==> src/hdl/kofn_pkg.sv <==
// Shared types, constants and helpers of the k-of-n event detector.
package kofn_pkg;

  localparam int PROB_W   = 13;
  localparam int DET_W    = 3;
  localparam int CNT_W    = 32;
  localparam int HITS_W   = 4;
  localparam int COOL_W   = 8;
  localparam int HIST_W   = 15;
  localparam int MINH_W   = 20;
  localparam int NUM_THR  = 5;
  localparam int CFG_AW   = 5;
  localparam int CFG_DW   = 32;

  localparam logic [PROB_W-1:0] ONE_FIX = 13'd4096;

  typedef enum logic [2:0] {
    REG_THR0,
    REG_THR1,
    REG_THR2,
    REG_THR3,
    REG_THR4,
    REG_MIN_HITS,
    REG_COOLDOWN,
    REG_EMA_WEIGHT
  } cfg_reg_t;

  typedef struct packed {
    logic [NUM_THR-1:0][PROB_W-1:0] thr;
    logic [MINH_W-1:0]              need_table;
    logic [COOL_W-1:0]              cool_len;
    logic [PROB_W-1:0]              ema_w;
  } kofn_cfg_t;

  typedef struct packed {
    logic [HIST_W-1:0] hist;
    logic [HITS_W-1:0] hits;
    logic [COOL_W-1:0] cool;
    logic [PROB_W-1:0] ema;
    logic [PROB_W-1:0] peak;
    logic [CNT_W-1:0]  events;
  } kofn_entry_t;

  typedef struct packed {
    logic              detected;
    logic [CNT_W-1:0]  event_count;
    logic [PROB_W-1:0] ema_level;
    logic [PROB_W-1:0] peak_level;
    logic [HITS_W-1:0] hits_in_window;
    logic [COOL_W-1:0] cooldown_left;
  } kofn_result_t;

  function automatic logic [PROB_W-1:0] sat_one(input logic [PROB_W-1:0] v);
    return (v > ONE_FIX) ? ONE_FIX : v;
  endfunction

endpackage

==> src/hdl/kofn_if.sv <==
// Valid/ready channel interfaces for the input and result items.
interface kofn_in_if;
  import kofn_pkg::*;
  logic              valid;
  logic              ready;
  logic              mode;
  logic [DET_W-1:0]  detector;
  logic [PROB_W-1:0] probability;
  modport source(output valid, mode, detector, probability, input ready);
  modport sink(input valid, mode, detector, probability, output ready);
endinterface

interface kofn_out_if;
  import kofn_pkg::*;
  logic              valid;
  logic              ready;
  logic              detected;
  logic [CNT_W-1:0]  event_count;
  logic [PROB_W-1:0] ema_level;
  logic [PROB_W-1:0] peak_level;
  logic [HITS_W-1:0] hits_in_window;
  logic [COOL_W-1:0] cooldown_left;
  modport source(output valid, detected, event_count, ema_level, peak_level,
                 hits_in_window, cooldown_left, input ready);
  modport sink(input valid, detected, event_count, ema_level, peak_level,
               hits_in_window, cooldown_left, output ready);
endinterface

==> src/hdl/kofn_update.sv <==
// Per-detector state update: scoring, window tally, cooldown, average and peak.
module kofn_update #(
  parameter int WINDOW = 15
) (
  input  kofn_pkg::kofn_entry_t  cur_i,
  input  logic                   mode_i,
  input  logic [2:0]             det_i,
  input  logic [12:0]            prob_i,
  input  kofn_pkg::kofn_cfg_t    cfg_i,
  output kofn_pkg::kofn_entry_t  nxt_o,
  output kofn_pkg::kofn_result_t res_o
);
  import kofn_pkg::*;

  localparam logic [HIST_W-1:0] WIN_MASK = HIST_W'((1 << WINDOW) - 1);

  logic [PROB_W-1:0]        p_sat;
  logic [PROB_W-1:0]        thr_sel;
  logic [PROB_W-1:0]        w_sat;
  logic [HITS_W-1:0]        need;
  logic                     hot;
  logic                     oldest;
  logic [HITS_W-1:0]        hits_sh;
  logic [HIST_W-1:0]        hist_sh;
  logic signed [13:0]       w_s;
  logic signed [13:0]       diff_s;
  logic signed [27:0]       prod_s;
  logic signed [27:0]       rnd_s;
  logic signed [15:0]       ema_s;
  logic                     fire;

  always_comb begin
    p_sat   = sat_one(prob_i);
    w_sat   = sat_one(cfg_i.ema_w);
    thr_sel = (det_i < 3'(NUM_THR)) ? cfg_i.thr[det_i] : '1;
    need    = HITS_W'(cfg_i.need_table >> {det_i, 2'b00});
    hot     = (p_sat >= thr_sel);
    oldest  = cur_i.hist[WINDOW-1];
    hits_sh = cur_i.hits + {3'b000, hot} - {3'b000, oldest};
    hist_sh = {cur_i.hist[HIST_W-2:0], hot} & WIN_MASK;

    // ema + w*(p-ema)/4096, rounded half up
    w_s    = $signed({1'b0, w_sat});
    diff_s = $signed({1'b0, p_sat}) - $signed({1'b0, cur_i.ema});
    prod_s = w_s * diff_s;
    rnd_s  = prod_s + 28'sd2048;
    ema_s  = $signed({3'b000, cur_i.ema}) + $signed(rnd_s[27:12]);

    nxt_o = cur_i;
    fire  = 1'b0;
    res_o = '0;
    if (mode_i) begin
      nxt_o.peak       = '0;
      res_o.peak_level = cur_i.peak;
    end else begin
      nxt_o.ema  = ema_s[PROB_W-1:0];
      nxt_o.peak = (p_sat > cur_i.peak) ? p_sat : cur_i.peak;
      nxt_o.hits = hits_sh;
      nxt_o.hist = hist_sh;
      if (cur_i.cool != '0) begin
        nxt_o.cool = cur_i.cool - 8'd1;
      end else if (hits_sh >= need) begin
        fire         = 1'b1;
        nxt_o.events = cur_i.events + 32'd1;
        nxt_o.cool   = cfg_i.cool_len;
        nxt_o.hist   = '0;
        nxt_o.hits   = '0;
      end
      res_o.peak_level = nxt_o.peak;
    end
    res_o.detected       = fire;
    res_o.event_count    = nxt_o.events;
    res_o.ema_level      = nxt_o.ema;
    res_o.hits_in_window = nxt_o.hits;
    res_o.cooldown_left  = nxt_o.cool;
  end

endmodule

==> src/hdl/k_of_n_event_detector_core.sv <==
// Top level of the k-of-n sliding-window event detector.
// Usage:
//   in_ch carries one item per detector frame: mode 0 scores a probability,
//   mode 1 reads the average and peak of a detector and clears its peak.
//   out_ch returns exactly one result item per input item, in order.
//   cfg_* is an APB write/read port for thresholds, minimum hit counts,
//   cooldown length and average weight (byte address 4*index).
// Pipeline: two register stages, the update stage loaded at acceptance and the
//   result register, which holds the result until the receiver takes it.
// Throughput: 1 item per cycle unless out_ch stalls; per-detector state is read
//   at acceptance and written back when the update stage advances, with
//   write-to-read bypass for back-to-back items on the same detector.
// Reset: all detector state reads as zero (per-entry valid bits), registers
//   return to their defaults, both channels come up empty.
// Stall: when the receiver holds out_ch.ready low, the result register and
//   one item in the update stage hold, and in_ch.ready drops until space frees.
// An out-of-range detector index changes no state and yields an all-zero result.
module k_of_n_event_detector_core #(
  parameter int DETECTORS = 5,
  parameter int WINDOW    = 15
) (
  input  logic                          clk,
  input  logic                          rst_n,
  kofn_in_if.sink                       in_ch,
  kofn_out_if.source                    out_ch,
  input  logic                          cfg_psel,
  input  logic                          cfg_penable,
  input  logic                          cfg_pwrite,
  input  logic [kofn_pkg::CFG_AW-1:0]   cfg_paddr,
  input  logic [kofn_pkg::CFG_DW-1:0]   cfg_pwdata,
  output logic [kofn_pkg::CFG_DW-1:0]   cfg_prdata,
  output logic                          cfg_pready
);
  import kofn_pkg::*;

  localparam int AW = (DETECTORS > 1) ? $clog2(DETECTORS) : 1;

  kofn_cfg_t    cfg_r;
  kofn_entry_t  mem [DETECTORS];
  logic [DETECTORS-1:0] vld_r;

  logic              s1_valid_r;
  logic              s1_mode_r;
  logic              s1_bad_r;
  logic [DET_W-1:0]  s1_det_r;
  logic [PROB_W-1:0] s1_prob_r;
  logic [AW-1:0]     s1_addr_r;
  kofn_entry_t       rd_data_r;

  logic              out_valid_r;
  kofn_result_t      out_r;

  logic              in_fire;
  logic              in_bad;
  logic [AW-1:0]     rd_addr;
  logic              s1_adv;
  logic              wr_en;
  kofn_entry_t       upd_nxt;
  kofn_result_t      upd_res;
  logic              cfg_wr;

  // configuration port
  assign cfg_pready = 1'b1;
  assign cfg_wr     = cfg_psel && cfg_penable && cfg_pwrite;

  always_ff @(posedge clk) begin
    if (!rst_n) begin
      cfg_r.thr[0]      <= 13'd2867;
      cfg_r.thr[1]      <= 13'd3686;
      cfg_r.thr[2]      <= 13'd2048;
      cfg_r.thr[3]      <= 13'd2048;
      cfg_r.thr[4]      <= 13'd2867;
      cfg_r.need_table  <= 20'd140114;
      cfg_r.cool_len    <= 8'd66;
      cfg_r.ema_w       <= 13'd1434;
    end else if (cfg_wr) begin
      unique case (cfg_reg_t'(cfg_paddr[4:2]))
        REG_THR0:       cfg_r.thr[0]     <= cfg_pwdata[PROB_W-1:0];
        REG_THR1:       cfg_r.thr[1]     <= cfg_pwdata[PROB_W-1:0];
        REG_THR2:       cfg_r.thr[2]     <= cfg_pwdata[PROB_W-1:0];
        REG_THR3:       cfg_r.thr[3]     <= cfg_pwdata[PROB_W-1:0];
        REG_THR4:       cfg_r.thr[4]     <= cfg_pwdata[PROB_W-1:0];
        REG_MIN_HITS:   cfg_r.need_table <= cfg_pwdata[MINH_W-1:0];
        REG_COOLDOWN:   cfg_r.cool_len   <= cfg_pwdata[COOL_W-1:0];
        REG_EMA_WEIGHT: cfg_r.ema_w      <= cfg_pwdata[PROB_W-1:0];
      endcase
    end
  end

  always_comb begin
    unique case (cfg_reg_t'(cfg_paddr[4:2]))
      REG_THR0:       cfg_prdata = CFG_DW'(cfg_r.thr[0]);
      REG_THR1:       cfg_prdata = CFG_DW'(cfg_r.thr[1]);
      REG_THR2:       cfg_prdata = CFG_DW'(cfg_r.thr[2]);
      REG_THR3:       cfg_prdata = CFG_DW'(cfg_r.thr[3]);
      REG_THR4:       cfg_prdata = CFG_DW'(cfg_r.thr[4]);
      REG_MIN_HITS:   cfg_prdata = CFG_DW'(cfg_r.need_table);
      REG_COOLDOWN:   cfg_prdata = CFG_DW'(cfg_r.cool_len);
      REG_EMA_WEIGHT: cfg_prdata = CFG_DW'(cfg_r.ema_w);
    endcase
  end

  // handshake and pipeline control
  assign s1_adv       = s1_valid_r && (!out_valid_r || out_ch.ready);
  assign in_ch.ready  = !s1_valid_r || s1_adv;
  assign in_fire      = in_ch.valid && in_ch.ready;
  assign in_bad       = (in_ch.detector >= DET_W'(DETECTORS));
  assign rd_addr      = in_ch.detector[AW-1:0];
  assign wr_en        = s1_adv && !s1_bad_r;

  always_ff @(posedge clk) begin
    if (!rst_n) begin
      s1_valid_r <= 1'b0;
    end else if (in_fire) begin
      s1_valid_r <= 1'b1;
    end else if (s1_adv) begin
      s1_valid_r <= 1'b0;
    end
  end

  always_ff @(posedge clk) begin
    if (in_fire) begin
      s1_mode_r <= in_ch.mode;
      s1_bad_r  <= in_bad;
      s1_det_r  <= in_ch.detector;
      s1_prob_r <= in_ch.probability;
      s1_addr_r <= rd_addr;
    end
  end

  // state memory: read at acceptance, write back from the update stage
  always_ff @(posedge clk) begin
    if (wr_en) begin
      mem[s1_addr_r] <= upd_nxt;
    end
    if (in_fire) begin
      if (in_bad) begin
        rd_data_r <= '0;
      end else if (wr_en && (s1_addr_r == rd_addr)) begin
        rd_data_r <= upd_nxt;
      end else if (vld_r[rd_addr]) begin
        rd_data_r <= mem[rd_addr];
      end else begin
        rd_data_r <= '0;
      end
    end
  end

  always_ff @(posedge clk) begin
    if (!rst_n) begin
      vld_r <= '0;
    end else if (wr_en) begin
      vld_r[s1_addr_r] <= 1'b1;
    end
  end

  kofn_update #(
    .WINDOW (WINDOW)
  ) u_update (
    .cur_i  (rd_data_r),
    .mode_i (s1_mode_r),
    .det_i  (s1_det_r),
    .prob_i (s1_prob_r),
    .cfg_i  (cfg_r),
    .nxt_o  (upd_nxt),
    .res_o  (upd_res)
  );

  // result register
  always_ff @(posedge clk) begin
    if (!rst_n) begin
      out_valid_r <= 1'b0;
    end else if (s1_adv) begin
      out_valid_r <= 1'b1;
    end else if (out_ch.ready) begin
      out_valid_r <= 1'b0;
    end
  end

  always_ff @(posedge clk) begin
    if (s1_adv) begin
      out_r <= s1_bad_r ? '0 : upd_res;
    end
  end

  assign out_ch.valid          = out_valid_r;
  assign out_ch.detected       = out_r.detected;
  assign out_ch.event_count    = out_r.event_count;
  assign out_ch.ema_level      = out_r.ema_level;
  assign out_ch.peak_level     = out_r.peak_level;
  assign out_ch.hits_in_window = out_r.hits_in_window;
  assign out_ch.cooldown_left  = out_r.cooldown_left;

endmodule

==> src/flat_wrapper.sv <==
// flat-port wrapper written by rule: the top's interface ports become plain ports
module k_of_n_event_detector_core_flat import kofn_pkg::*;
#(
  parameter int DETECTORS = 5,
  parameter int WINDOW    = 15
)
  (clk, rst_n, cfg_psel, cfg_penable, cfg_pwrite, cfg_paddr, cfg_pwdata, cfg_prdata, cfg_pready, in_ch_valid, in_ch_mode, in_ch_detector, in_ch_probability, in_ch_ready, out_ch_valid, out_ch_detected, out_ch_event_count, out_ch_ema_level, out_ch_peak_level, out_ch_hits_in_window, out_ch_cooldown_left, out_ch_ready);
  kofn_in_if in_ch_i ();
  kofn_out_if out_ch_i ();
  input  logic clk;
  input  logic rst_n;
  input  logic cfg_psel;
  input  logic cfg_penable;
  input  logic cfg_pwrite;
  input  logic [kofn_pkg::CFG_AW-1:0] cfg_paddr;
  input  logic [kofn_pkg::CFG_DW-1:0] cfg_pwdata;
  output logic [kofn_pkg::CFG_DW-1:0] cfg_prdata;
  output logic cfg_pready;
  input wire logic [$bits(in_ch_i.valid)-1:0] in_ch_valid;
  input wire logic [$bits(in_ch_i.mode)-1:0] in_ch_mode;
  input wire logic [$bits(in_ch_i.detector)-1:0] in_ch_detector;
  input wire logic [$bits(in_ch_i.probability)-1:0] in_ch_probability;
  output wire logic [$bits(in_ch_i.ready)-1:0] in_ch_ready;
  output wire logic [$bits(out_ch_i.valid)-1:0] out_ch_valid;
  output wire logic [$bits(out_ch_i.detected)-1:0] out_ch_detected;
  output wire logic [$bits(out_ch_i.event_count)-1:0] out_ch_event_count;
  output wire logic [$bits(out_ch_i.ema_level)-1:0] out_ch_ema_level;
  output wire logic [$bits(out_ch_i.peak_level)-1:0] out_ch_peak_level;
  output wire logic [$bits(out_ch_i.hits_in_window)-1:0] out_ch_hits_in_window;
  output wire logic [$bits(out_ch_i.cooldown_left)-1:0] out_ch_cooldown_left;
  input wire logic [$bits(out_ch_i.ready)-1:0] out_ch_ready;
  assign in_ch_i.valid = in_ch_valid;
  assign in_ch_i.mode = in_ch_mode;
  assign in_ch_i.detector = in_ch_detector;
  assign in_ch_i.probability = in_ch_probability;
  assign in_ch_ready = in_ch_i.ready;
  assign out_ch_valid = out_ch_i.valid;
  assign out_ch_detected = out_ch_i.detected;
  assign out_ch_event_count = out_ch_i.event_count;
  assign out_ch_ema_level = out_ch_i.ema_level;
  assign out_ch_peak_level = out_ch_i.peak_level;
  assign out_ch_hits_in_window = out_ch_i.hits_in_window;
  assign out_ch_cooldown_left = out_ch_i.cooldown_left;
  assign out_ch_i.ready = out_ch_ready;
  k_of_n_event_detector_core #(.DETECTORS(DETECTORS), .WINDOW(WINDOW)) u_core (.clk(clk), .rst_n(rst_n), .in_ch(in_ch_i), .out_ch(out_ch_i), .cfg_psel(cfg_psel), .cfg_penable(cfg_penable), .cfg_pwrite(cfg_pwrite), .cfg_paddr(cfg_paddr), .cfg_pwdata(cfg_pwdata), .cfg_prdata(cfg_prdata), .cfg_pready(cfg_pready));
endmodule
==> config.mk <==
export PLATFORM = sky130hd
export DESIGN_NAME = k_of_n_event_detector_core_flat
export DESIGN_NICKNAME = d
export VERILOG_FILES = /design/src/hdl/kofn_pkg.sv /design/src/hdl/kofn_if.sv /design/src/hdl/kofn_update.sv /design/src/hdl/k_of_n_event_detector_core.sv /design/src/flat_wrapper.sv
export SDC_FILE = /design/constraint.sdc
export NUM_CORES = 2
export LEC_CHECK = 0
export BUFFER_PORTS_ARGS = -buffer_cell sky130_fd_sc_hd__buf_2
export CELL_PAD_IN_SITES_DETAIL_PLACEMENT = 1
export CELL_PAD_IN_SITES_GLOBAL_PLACEMENT = 1
export CORE_MARGIN = 2
export CORE_UTILIZATION = 31
export CTS_CLUSTER_SIZE = 20
export DETAILED_ROUTE_END_ITERATION = 6
export PLACE_DENSITY_LB_ADDON = 0.25
export REMOVE_ABC_BUFFERS = 1
export SLEW_MARGIN = 5
export SYNTH_ARGS = -nofsm -noshare
export SYNTH_HDL_FRONTEND = slang
export SYNTH_SLANG_ARGS = --single-unit
==> constraint.sdc <==
create_clock -name clk -period 18.65 [get_ports clk]
set_input_delay 3.73 -clock clk [delete_from_list [all_inputs] [get_ports clk]]
set_output_delay 3.73 -clock clk [all_outputs]
set_load 0.005 [all_outputs]
==> impl_metrics.tcl <==
set metrics [dict create \
    syn_to_final_growth_pct 14.2 \
    ios 167 \
    syn-cell-area_um2 38100 \
    num_vias 24700 \
    critical_path_class "register to register" \
    drt_iter0_drc 1462 \
    slew_viol_final 0 \
    hold_buffers 0 \
    finalNetCount 3609 \
    ys_types 79 \
    required_ns 19.07 \
    postCtsSetupRepairBufs 0 \
    cts_tree "built" \
    cts_buffers 82 \
    die_y_um 355 \
    async_flop_share 0 \
    worstPathArrival_ns 11.73 \
    worst_pin_slew_ns 1.19 \
    ys_warn_count 0 \
    routabilityCongestion 0.826 \
    num_rows 128 \
    ys_ff_latch 712 \
    synth-edff-count 599 \
    fin_crit_ns 11.32 \
    finalSetupTns_ns 0 \
    antenna_cells 0 \
    port_buffers 139 \
    drive_gt1_frac 0.148 \
    fmax_mhz 88.4 \
    critPathMostFrequentCell "fa_1" \
    cts_resized 0 \
    grt_pass1_vias 26400 \
    grt_overflow 0 \
    die_area_um2 126000 \
    clk_pin_slew_ns 0.06 \
    synth_top_flop_cell "edfxtp_1" \
    cts.htree.levels 3 \
    cp-end-kind "register" \
    status "complete, no violations" \
    hpwl_mm 73.1 \
    drc 0 \
    utilization 0.357 \
    clock_skew_ns 0.0600 \
    viasPerCell 4.97 \
    final-setup-viol-count 0 \
    rsz0062_at_grt "no" \
    clk_latency_ns 0.68 \
    drv_cap 0 \
    numClockSinks 712 \
    grt_usage 0.176 \
    avgSynthCellArea_um2 12.1 \
    finalWirelength_mm 110 \
    drtAntennaViolNets 0 \
    hold_viol_final 0 \
    root_buffer "clkbuf_16" \
    crit_fanout 21 \
    slowest_stage "fa_1" \
    hold_path.class "register to register" \
    grt_antenna_before_repair 2 \
    clock_path_buffers 3 \
    grt_start_max_net_pins 110 \
    period_share 0.607 \
    cp-start-kind "register" \
    slowest_delay_ns 0.55 \
    maxSlewHeadroom 0.204 \
    wire_per_inst_um 22.2 \
    die_x_um 355 \
    grt_pass1_wl_mm 168 \
    ys_seq_area_frac 0.532 \
    start_util 0.313 \
    dr.pass1.iters 6 \
    syn_inst 3155 \
    coreArea_um2 122000 \
]
## final timing paths
check,startpoint,endpoint,slack (ns),cells after the start
setup / recovery,u_core.s1_prob_r[12],u_core.out_ch.ema_level[12],7.33,37
hold reg to reg,u_core.vld_r[0],u_core.vld_r[0],0.46,1
hold / removal,u_core.vld_r[0],u_core.vld_r[0],0.46,1
setup reg to reg,u_core.s1_prob_r[12],u_core.out_ch.ema_level[12],7.33,37
## routing by layer
layer | share of wire | vias up | wire [um] | GRT usage
met1 | 0.46 | 12700 | 50700 | 0.240
met4 | 0.024 | 2 | 2600 | 0.0470
met2 | 0.48 | 438 | 52500 | 0.292
li1 | - | 11400 | - | -
met3 | 0.042 | 130 | 4660 | 0.0264
met5 | 0.00012 | - | 13 | 0
## worst max-delay path: cells and delay by family, from the launching register on
| kind | cells | cell delay, ns |
|---|---|---|
| buffers and inverters | 5 | 0.46 |
| XOR/XNOR | 3 | 0.92 |
| AO/OA/AOI/OAI | 14 | 3.25 |
| adder cells (fa/ha/maj) | 9 | 4.15 |
| multiplexers | 2 | 0.64 |
| flip-flops | 1 | 0.36 |
| AND/OR/NAND/NOR | 4 | 1.30 |
## cells by family after synthesis
family                     after synthesis  share of synthesized area
muxes                                  238                     0.0934
DFF                                    712                      0.532
AOI/OAI and AO/OA                      447                     0.0793
xor gates and xnor gates                81                     0.0192
other                                    2                   0.000197
and+or+nand+nor                        967                      0.115
buffers and inverters                  430                     0.0446
adders and majority gates              278                      0.117
## state kept, by name, indices dropped and copies added, names as in the netlist, 3 cells and up
| name | count |
|---|---|
| u_core.out_ch.peak_level | 13 |
| u_core.rd_data_r | 85 |
| u_core.out_ch.cooldown_left | 8 |
| u_core.mem | 425 |
| u_core.s1_det_r | 3 |
| u_core.out_ch.ema_level | 13 |
| u_core.out_ch.event_count | 32 |
| u_core.out_ch.hits_in_window | 4 |
| u_core.s1_prob_r | 13 |
| u_core.vld_r | 5 |
| u_core.cfg_r | 106 |
## stage by stage
stage,area [um2],hold WS [ns],std cells,worst slack [ns]
after floorplan,37400,0.435,2983,7.38
after global placement,40700,0.441,4815,7.43
after detailed placement,40700,0.452,4815,7.34
after CTS,43500,0.466,4969,7.36
after global routing,43500,0.490,4969,6.62
final,43500,0.463,4969,7.33
## cells in the mapped netlist, types with 20 or more instances
cell type | count | area (um2)
a21boi_0 | 62 | 465
xor2_1 | 20 | 175
edfxtp_1 | 599 | 18000
mux2i_1 | 123 | 1230
a21oi_1 | 126 | 631
nor2_1 | 281 | 1050
o22a_1 | 20 | 175
nand2_1 | 368 | 1380
and3_1 | 20 | 125
inv_1 | 246 | 923
buf_1 | 32 | 120
mux4_2 | 91 | 2050
clkbuf_1 | 126 | 473
a21o_1 | 33 | 248
nor2b_1 | 78 | 488
xnor2_1 | 59 | 517
o21ai_0 | 53 | 265
dfxtp_1 | 113 | 2260
o21a_1 | 28 | 210
mux2_2 | 22 | 248
nand3_1 | 84 | 420
and2_1 | 34 | 213
nor3_1 | 23 | 115
ha_1 | 142 | 1780
nand2b_1 | 23 | 144
fa_1 | 132 | 2640
## cell type report
type | count | area (um2)
clock inverter | 55 | 629
timing repair buffer | 207 | 1220
clock buffer | 99 | 2190
multi-input combinational | 2024 | 16200
fill | 13100 | 78400
tap | 1625 | 2030
inverter | 247 | 930
sequential | 712 | 20200
## layout by cell type, fill, tap and decap left out, types with 52 or more instances in the layout
cell type	instances
fa_1	132
a21oi_1	126
inv_1	244
a21boi_0	62
nor2b_1	78
mux2i_1	123
nand2_1	368
nand3_1	83
nor2_1	278
mux4_2	91
dfxtp_1	113
ha_1	142
clkbuf_16	83
buf_2	136
buf_4	69
xnor2_1	59
edfxtp_1	599
o21ai_0	52
Power is not shown: default switching activity piles up to over one toggle a cycle in this logic, so the estimate is an artifact.
